### src/design/aba_pkg.sv
// Shared types and constants for the aligned bump allocator.
// Used by the register block, the allocation engine, the top level and the checker.
// No dependencies.
package aba_pkg;

    localparam int OFFSET_BITS_DEF  = 32;
    localparam int ADDRESS_BITS_DEF = 48;

    localparam int BASE_W   = 48;
    localparam int CAP_W    = 32;
    localparam int LOG2_W   = 5;
    localparam int FUNC_W   = 2;
    localparam int BYTES_W  = 32;
    localparam int ALIGN_W  = 17;
    localparam int RADDR_W  = 48;
    localparam int STATUS_W = 3;
    localparam int COUNT_W  = 32;

    localparam int PADDR_W  = 5;
    localparam int PDATA_W  = 64;

    localparam logic [LOG2_W-1:0]  ALIGN_LOG2_RST = LOG2_W'(6);
    localparam logic [COUNT_W-1:0] COUNT_MAX      = '1;

    typedef enum logic [FUNC_W-1:0] {
        FUNC_ALLOC   = 2'd0,
        FUNC_RELEASE = 2'd1,
        FUNC_RESET   = 2'd2
    } func_t;

    typedef enum logic [STATUS_W-1:0] {
        ST_OK            = 3'd0,
        ST_ZERO_SIZE     = 3'd1,
        ST_BAD_ALIGN     = 3'd2,
        ST_ALIGN_BIG     = 3'd3,
        ST_NO_SPACE      = 3'd4,
        ST_RESET_REFUSED = 3'd5,
        ST_IGNORED       = 3'd6
    } status_t;

    typedef enum logic [1:0] {
        REG_BASE       = 2'd0,
        REG_CAPACITY   = 2'd1,
        REG_ALIGN_LOG2 = 2'd2
    } reg_idx_t;

    typedef struct packed {
        logic [BASE_W-1:0] base;
        logic [CAP_W-1:0]  capacity;
        logic [LOG2_W-1:0] align_log2;
    } aba_cfg_t;

endpackage

### src/design/aba_cfg.sv
// APB register block: arena base, capacity and alignment limit.
// Depends on aba_pkg.
module aba_cfg (
    input  logic                        clk,
    input  logic                        rst_n,
    input  logic                        psel,
    input  logic                        penable,
    input  logic                        pwrite,
    input  logic [aba_pkg::PADDR_W-1:0] paddr,
    input  logic [aba_pkg::PDATA_W-1:0] pwdata,
    output logic [aba_pkg::PDATA_W-1:0] prdata,
    output logic                        pready,
    output aba_pkg::aba_cfg_t           cfg
);
    import aba_pkg::*;

    logic [BASE_W-1:0] base_reg;
    logic [CAP_W-1:0]  cap_reg;
    logic [LOG2_W-1:0] log2_reg;
    logic              wr_en;
    reg_idx_t          idx;

    assign pready = 1'b1;
    assign wr_en  = psel & penable & pwrite;
    assign idx    = reg_idx_t'(paddr[PADDR_W-1:3]);

    always_ff @(posedge clk or negedge rst_n)
    begin
        if (!rst_n)
        begin
            base_reg <= '0;
            cap_reg  <= '0;
            log2_reg <= ALIGN_LOG2_RST;
        end
        else if (wr_en)
        begin
            case (idx)
                REG_BASE:       base_reg <= pwdata[BASE_W-1:0];
                REG_CAPACITY:   cap_reg  <= pwdata[CAP_W-1:0];
                REG_ALIGN_LOG2: log2_reg <= pwdata[LOG2_W-1:0];
                default:        ;
            endcase
        end
    end

    always_comb
    begin
        case (idx)
            REG_BASE:       prdata = PDATA_W'(base_reg);
            REG_CAPACITY:   prdata = PDATA_W'(cap_reg);
            REG_ALIGN_LOG2: prdata = PDATA_W'(log2_reg);
            default:        prdata = '0;
        endcase
    end

    assign cfg.base       = base_reg;
    assign cfg.capacity   = cap_reg;
    assign cfg.align_log2 = log2_reg;

endmodule

### src/design/aba_engine.sv
// Allocation engine: request register, arena state, one-pass request logic, result register.
// Depends on aba_pkg.
module aba_engine #(
    parameter int OFFSET_BITS  = aba_pkg::OFFSET_BITS_DEF,
    parameter int ADDRESS_BITS = aba_pkg::ADDRESS_BITS_DEF
) (
    input  logic                         clk,
    input  logic                         rst_n,
    input  aba_pkg::aba_cfg_t            cfg,
    input  logic                         in_valid,
    output logic                         in_ready,
    input  logic [aba_pkg::FUNC_W-1:0]   func,
    input  logic [aba_pkg::BYTES_W-1:0]  request_bytes,
    input  logic [aba_pkg::ALIGN_W-1:0]  request_alignment,
    input  logic [aba_pkg::RADDR_W-1:0]  release_address,
    output logic                         out_valid,
    input  logic                         out_ready,
    output logic [aba_pkg::STATUS_W-1:0] status,
    output logic [ADDRESS_BITS-1:0]      granted_address,
    output logic [OFFSET_BITS-1:0]       used_bytes,
    output logic [OFFSET_BITS-1:0]       peak_bytes,
    output logic [aba_pkg::COUNT_W-1:0]  total_allocations,
    output logic [aba_pkg::COUNT_W-1:0]  live_allocations
);
    import aba_pkg::*;

    localparam int AW = (OFFSET_BITS > ALIGN_W ? OFFSET_BITS : ALIGN_W) + 1;
    localparam int CW = (OFFSET_BITS > BYTES_W ? OFFSET_BITS : BYTES_W) + 2;

    logic                    req_valid_reg;
    func_t                   func_reg;
    logic [BYTES_W-1:0]      bytes_reg;
    logic [ALIGN_W-1:0]      align_reg;
    logic [RADDR_W-1:0]      raddr_reg;

    logic [OFFSET_BITS-1:0]  fill_reg,  fill_next;
    logic [OFFSET_BITS-1:0]  peak_reg,  peak_next;
    logic [COUNT_W-1:0]      total_reg, total_next;
    logic [COUNT_W-1:0]      live_reg,  live_next;

    logic                    out_valid_reg;
    status_t                 status_reg, status_next;
    logic [ADDRESS_BITS-1:0] grant_reg,  grant_next;

    logic                    advance;
    logic                    fire;
    logic                    in_fire;

    logic [ALIGN_W-1:0]      align_m1;
    logic                    align_pow2;
    logic                    align_big;
    logic [OFFSET_BITS-1:0]  cap;
    logic [AW-1:0]           aligned;
    logic                    no_space;
    logic [OFFSET_BITS-1:0]  new_fill;
    logic [RADDR_W-1:0]      rel_off;
    logic                    rel_ok;

    assign advance  = !out_valid_reg || out_ready;
    assign fire     = req_valid_reg && advance;
    assign in_ready = !req_valid_reg || advance;
    assign in_fire  = in_valid && in_ready;

    assign align_m1   = align_reg - ALIGN_W'(1);
    assign align_pow2 = (align_reg != '0) && ((align_reg & align_m1) == '0);
    assign align_big  = (cfg.align_log2 < LOG2_W'(ALIGN_W)) &&
                        ((ALIGN_W+1)'(align_reg) >
                         ((ALIGN_W+1)'(1) << cfg.align_log2));

    assign cap      = OFFSET_BITS'(cfg.capacity);
    assign aligned  = (AW'(fill_reg) + AW'(align_m1)) & ~AW'(align_m1);
    assign no_space = (CW'(aligned) > CW'(cap)) ||
                      (CW'(bytes_reg) > (CW'(cap) - CW'(aligned)));
    assign new_fill = OFFSET_BITS'(CW'(aligned) + CW'(bytes_reg));

    assign rel_off = raddr_reg - cfg.base;
    assign rel_ok  = (raddr_reg != '0) && (cfg.capacity != '0) && (live_reg != '0) &&
                     (raddr_reg >= cfg.base) && (rel_off < RADDR_W'(cfg.capacity));

    always_comb
    begin
        status_next = ST_IGNORED;
        grant_next  = '0;
        fill_next   = fill_reg;
        peak_next   = peak_reg;
        total_next  = total_reg;
        live_next   = live_reg;
        case (func_reg)
            FUNC_ALLOC:
            begin
                if (bytes_reg == '0)
                    status_next = ST_ZERO_SIZE;
                else if (!align_pow2)
                    status_next = ST_BAD_ALIGN;
                else if (align_big)
                    status_next = ST_ALIGN_BIG;
                else if (no_space)
                    status_next = ST_NO_SPACE;
                else
                begin
                    status_next = ST_OK;
                    grant_next  = ADDRESS_BITS'(cfg.base) + ADDRESS_BITS'(aligned);
                    fill_next   = new_fill;
                    peak_next   = (new_fill > peak_reg) ? new_fill : peak_reg;
                    total_next  = (total_reg == COUNT_MAX) ? total_reg
                                                           : total_reg + COUNT_W'(1);
                    live_next   = (live_reg == COUNT_MAX) ? live_reg
                                                          : live_reg + COUNT_W'(1);
                end
            end
            FUNC_RELEASE:
            begin
                if (rel_ok)
                begin
                    status_next = ST_OK;
                    live_next   = live_reg - COUNT_W'(1);
                end
            end
            FUNC_RESET:
            begin
                if (live_reg != '0)
                    status_next = ST_RESET_REFUSED;
                else
                begin
                    status_next = ST_OK;
                    fill_next   = '0;
                end
            end
            default: ;
        endcase
    end

    always_ff @(posedge clk or negedge rst_n)
    begin
        if (!rst_n)
        begin
            req_valid_reg <= 1'b0;
            out_valid_reg <= 1'b0;
            fill_reg      <= '0;
            peak_reg      <= '0;
            total_reg     <= '0;
            live_reg      <= '0;
        end
        else
        begin
            if (in_fire)
                req_valid_reg <= 1'b1;
            else if (fire)
                req_valid_reg <= 1'b0;

            if (fire)
                out_valid_reg <= 1'b1;
            else if (out_ready)
                out_valid_reg <= 1'b0;

            if (fire)
            begin
                fill_reg  <= fill_next;
                peak_reg  <= peak_next;
                total_reg <= total_next;
                live_reg  <= live_next;
            end
        end
    end

    // hold request payload until it moves to the result register, and capture the result there
    always_ff @(posedge clk)
    begin
        if (in_fire)
        begin
            func_reg  <= func_t'(func);
            bytes_reg <= request_bytes;
            align_reg <= request_alignment;
            raddr_reg <= release_address;
        end
        if (fire)
        begin
            status_reg <= status_next;
            grant_reg  <= grant_next;
        end
    end

    assign out_valid         = out_valid_reg;
    assign status            = status_reg;
    assign granted_address   = grant_reg;
    assign used_bytes        = fill_reg;
    assign peak_bytes        = peak_reg;
    assign total_allocations = total_reg;
    assign live_allocations  = live_reg;

endmodule

### src/design/aligned_bump_allocator_unit.sv
// Top level of the aligned bump allocator: APB registers plus allocation engine.
// Depends on aba_pkg, aba_cfg and aba_engine.
//
// Usage:
//   Requests enter on the in_valid/in_ready channel (func, request_bytes,
//   request_alignment, release_address); one result per request leaves on the
//   out_valid/out_ready channel (status, granted_address and the arena counters
//   after the request). A transfer happens when valid and ready are both high.
//   The result is registered: a request passes the request register and then
//   the result register, and holds there while out_ready is low. Throughput is
//   one request per cycle while out_ready stays high; the fill offset feeds back
//   from its register through the align adder, size adder and capacity compare.
//   When out_ready is low the result holds in the output register and one more
//   request is taken into the request register; after that in_ready drops.
//   Registers sit at 0x00 (base), 0x08 (capacity) and 0x10 (alignment log2),
//   64-bit data, pready always high; write them only while the block is idle.
//   Reset clears fill offset, peak and counts, sets base and capacity to zero
//   and the alignment log2 to 6, and empties both pipeline registers.
module aligned_bump_allocator_unit #(
    parameter int OFFSET_BITS  = aba_pkg::OFFSET_BITS_DEF,
    parameter int ADDRESS_BITS = aba_pkg::ADDRESS_BITS_DEF
) (
    input  logic                         clk,
    input  logic                         rst_n,
    input  logic                         psel,
    input  logic                         penable,
    input  logic                         pwrite,
    input  logic [aba_pkg::PADDR_W-1:0]  paddr,
    input  logic [aba_pkg::PDATA_W-1:0]  pwdata,
    output logic [aba_pkg::PDATA_W-1:0]  prdata,
    output logic                         pready,
    input  logic                         in_valid,
    output logic                         in_ready,
    input  logic [aba_pkg::FUNC_W-1:0]   func,
    input  logic [aba_pkg::BYTES_W-1:0]  request_bytes,
    input  logic [aba_pkg::ALIGN_W-1:0]  request_alignment,
    input  logic [aba_pkg::RADDR_W-1:0]  release_address,
    output logic                         out_valid,
    input  logic                         out_ready,
    output logic [aba_pkg::STATUS_W-1:0] status,
    output logic [ADDRESS_BITS-1:0]      granted_address,
    output logic [OFFSET_BITS-1:0]       used_bytes,
    output logic [OFFSET_BITS-1:0]       peak_bytes,
    output logic [aba_pkg::COUNT_W-1:0]  total_allocations,
    output logic [aba_pkg::COUNT_W-1:0]  live_allocations
);
    import aba_pkg::*;

    aba_cfg_t cfg;

    aba_cfg u_cfg (
        .clk     (clk),
        .rst_n   (rst_n),
        .psel    (psel),
        .penable (penable),
        .pwrite  (pwrite),
        .paddr   (paddr),
        .pwdata  (pwdata),
        .prdata  (prdata),
        .pready  (pready),
        .cfg     (cfg)
    );

    aba_engine #(
        .OFFSET_BITS  (OFFSET_BITS),
        .ADDRESS_BITS (ADDRESS_BITS)
    ) u_engine (
        .clk               (clk),
        .rst_n             (rst_n),
        .cfg               (cfg),
        .in_valid          (in_valid),
        .in_ready          (in_ready),
        .func              (func),
        .request_bytes     (request_bytes),
        .request_alignment (request_alignment),
        .release_address   (release_address),
        .out_valid         (out_valid),
        .out_ready         (out_ready),
        .status            (status),
        .granted_address   (granted_address),
        .used_bytes        (used_bytes),
        .peak_bytes        (peak_bytes),
        .total_allocations (total_allocations),
        .live_allocations  (live_allocations)
    );

endmodule

### config.mk
export PLATFORM = sky130hd
export DESIGN_NAME = aligned_bump_allocator_unit
export DESIGN_NICKNAME = d
export VERILOG_FILES = /design/src/design/aba_pkg.sv /design/src/design/aba_cfg.sv /design/src/design/aba_engine.sv /design/src/design/aligned_bump_allocator_unit.sv
export SDC_FILE = /design/constraint.sdc
export NUM_CORES = 1
export LEC_CHECK = 0
export BUFFER_PORTS_ARGS = -buffer_cell sky130_fd_sc_hd__buf_2
export CAP_MARGIN = 15
export CORE_MARGIN = 1
export CORE_UTILIZATION = 50
export CTS_CLUSTER_SIZE = 24
export DETAILED_ROUTE_END_ITERATION = 12
export GPL_ROUTABILITY_DRIVEN = 0
export PLACE_DENSITY = 0.75
export REMOVE_ABC_BUFFERS = 1
export SETUP_SLACK_MARGIN = 0.4
export SLEW_MARGIN = 5
export SYNTH_ARGS = -nofsm -noshare
export SYNTH_HDL_FRONTEND = slang
export SYNTH_SLANG_ARGS = --single-unit
### constraint.sdc
create_clock -name clk -period 10.56 [get_ports clk]
set_input_delay 1.584 -clock clk [delete_from_list [all_inputs] [get_ports clk]]
set_output_delay 1.584 -clock clk [all_outputs]
set_load 0.01 [all_outputs]
==> report_table.html <==
<table>
<tr><th>Metric</th><th>Value</th></tr>
<tr><th colspan="2">Run</th></tr>
<tr><td>Maximum capacitance violations</td><td>0</td></tr>
<tr><th colspan="2">Clock tree</th></tr>
<tr><td>Postcts setup bufs</td><td>0</td></tr>
<tr><td>Post-CTS resize count</td><td>0</td></tr>
<tr><td>Clock edge transition at the registers on the reported setup and hold paths</td><td>0.06 ns</td></tr>
<tr><td>TritonCTS clock tree</td><td>built</td></tr>
<tr><td>Hold-fix buffer count after cts</td><td>0</td></tr>
<tr><td>Sinks on the clock net</td><td>365</td></tr>
<tr><td>H-tree lvl count</td><td>2</td></tr>
<tr><td>Number of buffers created by CTS</td><td>43</td></tr>
<tr><td>Root cell of the clock tree</td><td>sky130_fd_sc_hd__clkbuf_16</td></tr>
<tr><td>Latest clock arrival within the worst-skew pair</td><td>0.59 ns</td></tr>
<tr><td>Maximum count of clock buffers along a single path</td><td>3</td></tr>
<tr><th colspan="2">Logic synthesis</th></tr>
<tr><td>Synth Instances</td><td>3,080</td></tr>
<tr><td>Top cell types by occurrence after synthesis</td><td>324 x sky130_fd_sc_hd__ha_1, 281 x sky130_fd_sc_hd__nand2_1, 224 x sky130_fd_sc_hd__inv_1</td></tr>
<tr><td>EDFF count, synth</td><td>150</td></tr>
<tr><td>Top cell type's share of synthesized area</td><td>18.7%</td></tr>
<tr><td>Area contributors post-synth</td><td>sky130_fd_sc_hd__dfrtp_1 19%, sky130_fd_sc_hd__edfxtp_1 16%, sky130_fd_sc_hd__ha_1 14%</td></tr>
<tr><td>Number of storage elements in the synthesis netlist</td><td>365</td></tr>
<tr><td>Top-count cell post-synth</td><td>sky130_fd_sc_hd__ha_1</td></tr>
<tr><td>Sequential cell area fraction in the yosys report</td><td>34.7%</td></tr>
<tr><td>Avg Inst Size Synth</td><td>9.24 µm²</td></tr>
<tr><td>Count of distinct cell types in the synthesized netlist</td><td>102</td></tr>
<tr><td>Fraction of registers with async set or reset after synthesis</td><td>58.9%</td></tr>
<tr><td>Netlist Area Pre-Place</td><td>28,500 µm²</td></tr>
<tr><td>Area leader, netlist</td><td>sky130_fd_sc_hd__dfrtp_1</td></tr>
<tr><td>Yosys Warn Count</td><td>0</td></tr>
<tr><td>Leading register cell type out of synthesis</td><td>sky130_fd_sc_hd__dfrtp_1</td></tr>
<tr><th colspan="2">Placed design</th></tr>
<tr><td>Count of input and output buffers</td><td>384</td></tr>
<tr><td>HPWL after DPL</td><td>68,200 µm</td></tr>
<tr><th colspan="2">Worst setup path</th></tr>
<tr><td>Arrival time worst endpoint</td><td>10.16 ns</td></tr>
<tr><td>Critical Path Most Common Cell</td><td>sky130_fd_sc_hd__ha_1</td></tr>
<tr><td>Worst setup path category</td><td>reg -&gt; reg</td></tr>
<tr><td>CP max stage cell</td><td>sky130_fd_sc_hd__or4_1</td></tr>
<tr><td>Critical Path End Type</td><td>register</td></tr>
<tr><td>Crit path largest cell delay</td><td>0.54 ns</td></tr>
<tr><td>Launching element type of the critical path</td><td>register</td></tr>
<tr><td>Data required, critical path</td><td>11.01 ns</td></tr>
<tr><td>Worst Path Max Fanout</td><td>32</td></tr>
<tr><th colspan="2">Timing</th></tr>
<tr><td>Number of pins with negative max-slew slack in the final report</td><td>0</td></tr>
<tr><td>Clock Skews</td><td>0.0232 ns</td></tr>
<tr><td>Hold violation total from the final report</td><td>0</td></tr>
<tr><td>Period minus WS final</td><td>9.71 ns</td></tr>
<tr><td>Setup Total Neg Slack</td><td>0 ns</td></tr>
<tr><td>Slew headroom</td><td>32.0%</td></tr>
<tr><td>Worst slew pin tran</td><td>1.01 ns</td></tr>
<tr><td>Maximum clock rate</td><td>103 MHz</td></tr>
<tr><td>Ratio of final minimum period to clock period</td><td>92.0%</td></tr>
<tr><td>Final setup violation count</td><td>0</td></tr>
<tr><td>Unrepaired setup endpoints after global routing</td><td>false</td></tr>
<tr><th colspan="2">Final layout</th></tr>
<tr><td>Area growth, synth to finish</td><td>14.3%</td></tr>
<tr><td>Fraction of layout instances using a drive strength above 1</td><td>17.3%</td></tr>
<tr><td>Final layout net count</td><td>3,948</td></tr>
<tr><td>Layout fillers</td><td>5,051</td></tr>
<tr><th colspan="2">Global routing</th></tr>
<tr><td>Gr usage total</td><td>29.0%</td></tr>
<tr><td>Wire length of the first global-routing pass</td><td>129,000 µm</td></tr>
<tr><td>GR Overflow Total</td><td>0</td></tr>
<tr><td>Number of global-route vias before repair</td><td>22,491</td></tr>
<tr><td>Initial antenna violation count</td><td>24</td></tr>
<tr><td>Maximum number of pins on one net before global-route repair</td><td>96</td></tr>
<tr><th colspan="2">Floorplan</th></tr>
<tr><td>Die Outline Area</td><td>57,900 µm²</td></tr>
<tr><td>Number of core rows</td><td>87</td></tr>
<tr><td>Standard cell core area</td><td>56,300 µm²</td></tr>
<tr><td>Height of the chip</td><td>241 µm</td></tr>
<tr><td>Starting density of the core</td><td>50.6%</td></tr>
<tr><td>Ports</td><td>421</td></tr>
<tr><td>Die X-Extent</td><td>241 µm</td></tr>
<tr><th colspan="2">Routing</th></tr>
<tr><td>Wl on met1</td><td>37,600 µm</td></tr>
<tr><td>Iteration-0 DRC count of the detailed router</td><td>2,110</td></tr>
<tr><td>Post-route DRC violation count</td><td>0</td></tr>
<tr><td>Wire per inst</td><td>20.3 µm</td></tr>
<tr><td>Total Wirelength</td><td>86,300 µm</td></tr>
<tr><td>Routed wl met3</td><td>6460 µm</td></tr>
<tr><td>Number of search-and-repair iterations in the first detailed-routing pass</td><td>6</td></tr>
<tr><td>Met2 Routed Length</td><td>39,200 µm</td></tr>
<tr><td>Highest routed metal layer</td><td>met5</td></tr>
<tr><td>Via density per instance</td><td>5.87</td></tr>
<tr><td>Number of nets with antenna violations after routing</td><td>0</td></tr>
<tr><td>Via count</td><td>24,912</td></tr>
<tr><th colspan="2">Pwr</th></tr>
<tr><td>Pleak</td><td>0.0154 µW</td></tr>
<tr><td>PnR Total Power</td><td>5410 µW</td></tr>
<tr><td>Largest vdd supply drop</td><td>0.106 mV</td></tr>
<tr><td>Power Dens Cells</td><td>166 nW/µm²</td></tr>
<tr><th colspan="2">Worst hold path</th></tr>
<tr><td>Min-Delay Path Class</td><td>reg -&gt; reg</td></tr>
<tr><th colspan="2">Status</th></tr>
<tr><td>Run status</td><td>finished, final reports clean</td></tr>
</table>
-- critical path: cells and delay by family (launching register included) --
family                   cells  cell delay, ns
flip-flops                   1            0.45
AND/OR/NAND/NOR             12            3.06
buffers and inverters        4            0.58
AO/OA/AOI/OAI               16            3.56
XOR/XNOR                     2            0.37
adder cells (fa/ha/maj)      5            1.51
-- final timing paths --
path / start / endpoint / slack, ns / cells past startpoint
setup / recovery: u_engine.align_reg[0] / u_engine.used_bytes[15] / 0.85 / 39
hold / removal: u_engine.total_allocations[4] / u_engine.total_allocations[4] / 0.49 / 1
setup reg to reg: u_engine.align_reg[0] / u_engine.used_bytes[15] / 0.85 / 39
hold reg to reg: u_engine.total_allocations[4] / u_engine.total_allocations[4] / 0.49 / 1
max in group asynchronous: rst_n / u_engine.peak_bytes[17] / 8.13 / 2
min in group asynchronous: rst_n / u_engine.total_allocations[26] / 0.94 / 1
-- where the power goes --
group	switching, µW	internal, µW	total [µW]
clock network	639	936	1580
registers	145	1610	1750
logic	1260	825	2080
-- metrics by stage --
stage	util [%]	hold WS (ns)	setup WS [ns]	cell area, µm²	std cells
2_1_floorplan	-	0.457	0.611	28000	2999
3_3_place_gp	55.1	0.470	1.18	31000	4154
3_5_place_dp	55.1	0.480	1.02	31000	4154
4_1_cts	57.8	0.490	0.935	32500	4234
5_1_grt	57.8	0.505	0.464	32500	4242
6_report	57.8	0.486	0.848	32600	4244
-- placed cells by master, fill, tap and decap left out, drive strengths merged, types with 32 or more instances in the layout --
master,Yosys,layout
a21o,105,105
a21oi,214,214
a22o,32,32
buf,50,399
clkbuf,46,52
dfrtp,213,213
edfxtp,150,150
ha,324,324
inv,224,229
mux2,67,67
mux2i,39,39
nand2,282,282
nand2b,33,33
nand3,79,79
nand4,78,78
nor2,201,201
nor2b,33,33
nor3,64,64
nor4,49,49
o21a,35,35
o21ai,213,213
xnor2,123,123
xor2,86,86
-- layout make-up --
cell class                      instances  area, µm²  share of cell area, %
Clock buffer                           52       1190                   3.67
Timing Repair Buffer                  399       2040                   6.28
Multi-Input combinational cell       2410      17300                   53.2
Clock inverter                         28        305                  0.938
Antenna cell                           10       25.0                 0.0769
Sequential cell                       365       9890                   30.4
Tap cell                              756        946                   2.91
Inverter                              224        841                   2.58
-- kinds of logic after synthesis --
family	Yosys count	synth area share, %
buf+inv	320	4.84
compound gates	795	18.2
flops	365	34.7
xor+xnor	209	6.43
fa+ha+maj	330	14.7
mux	106	4.38
simple gates	953	16.7
other cells	2	0.0264
-- metal layers --
layer	global-route usage, %	up-vias
li1	-	11973
met1	39.6	11892
met2	45.7	848
met3	6.11	169
met4	9.52	30
met5	0	-
No activity file was read; power rests on OpenSTA's default activity.
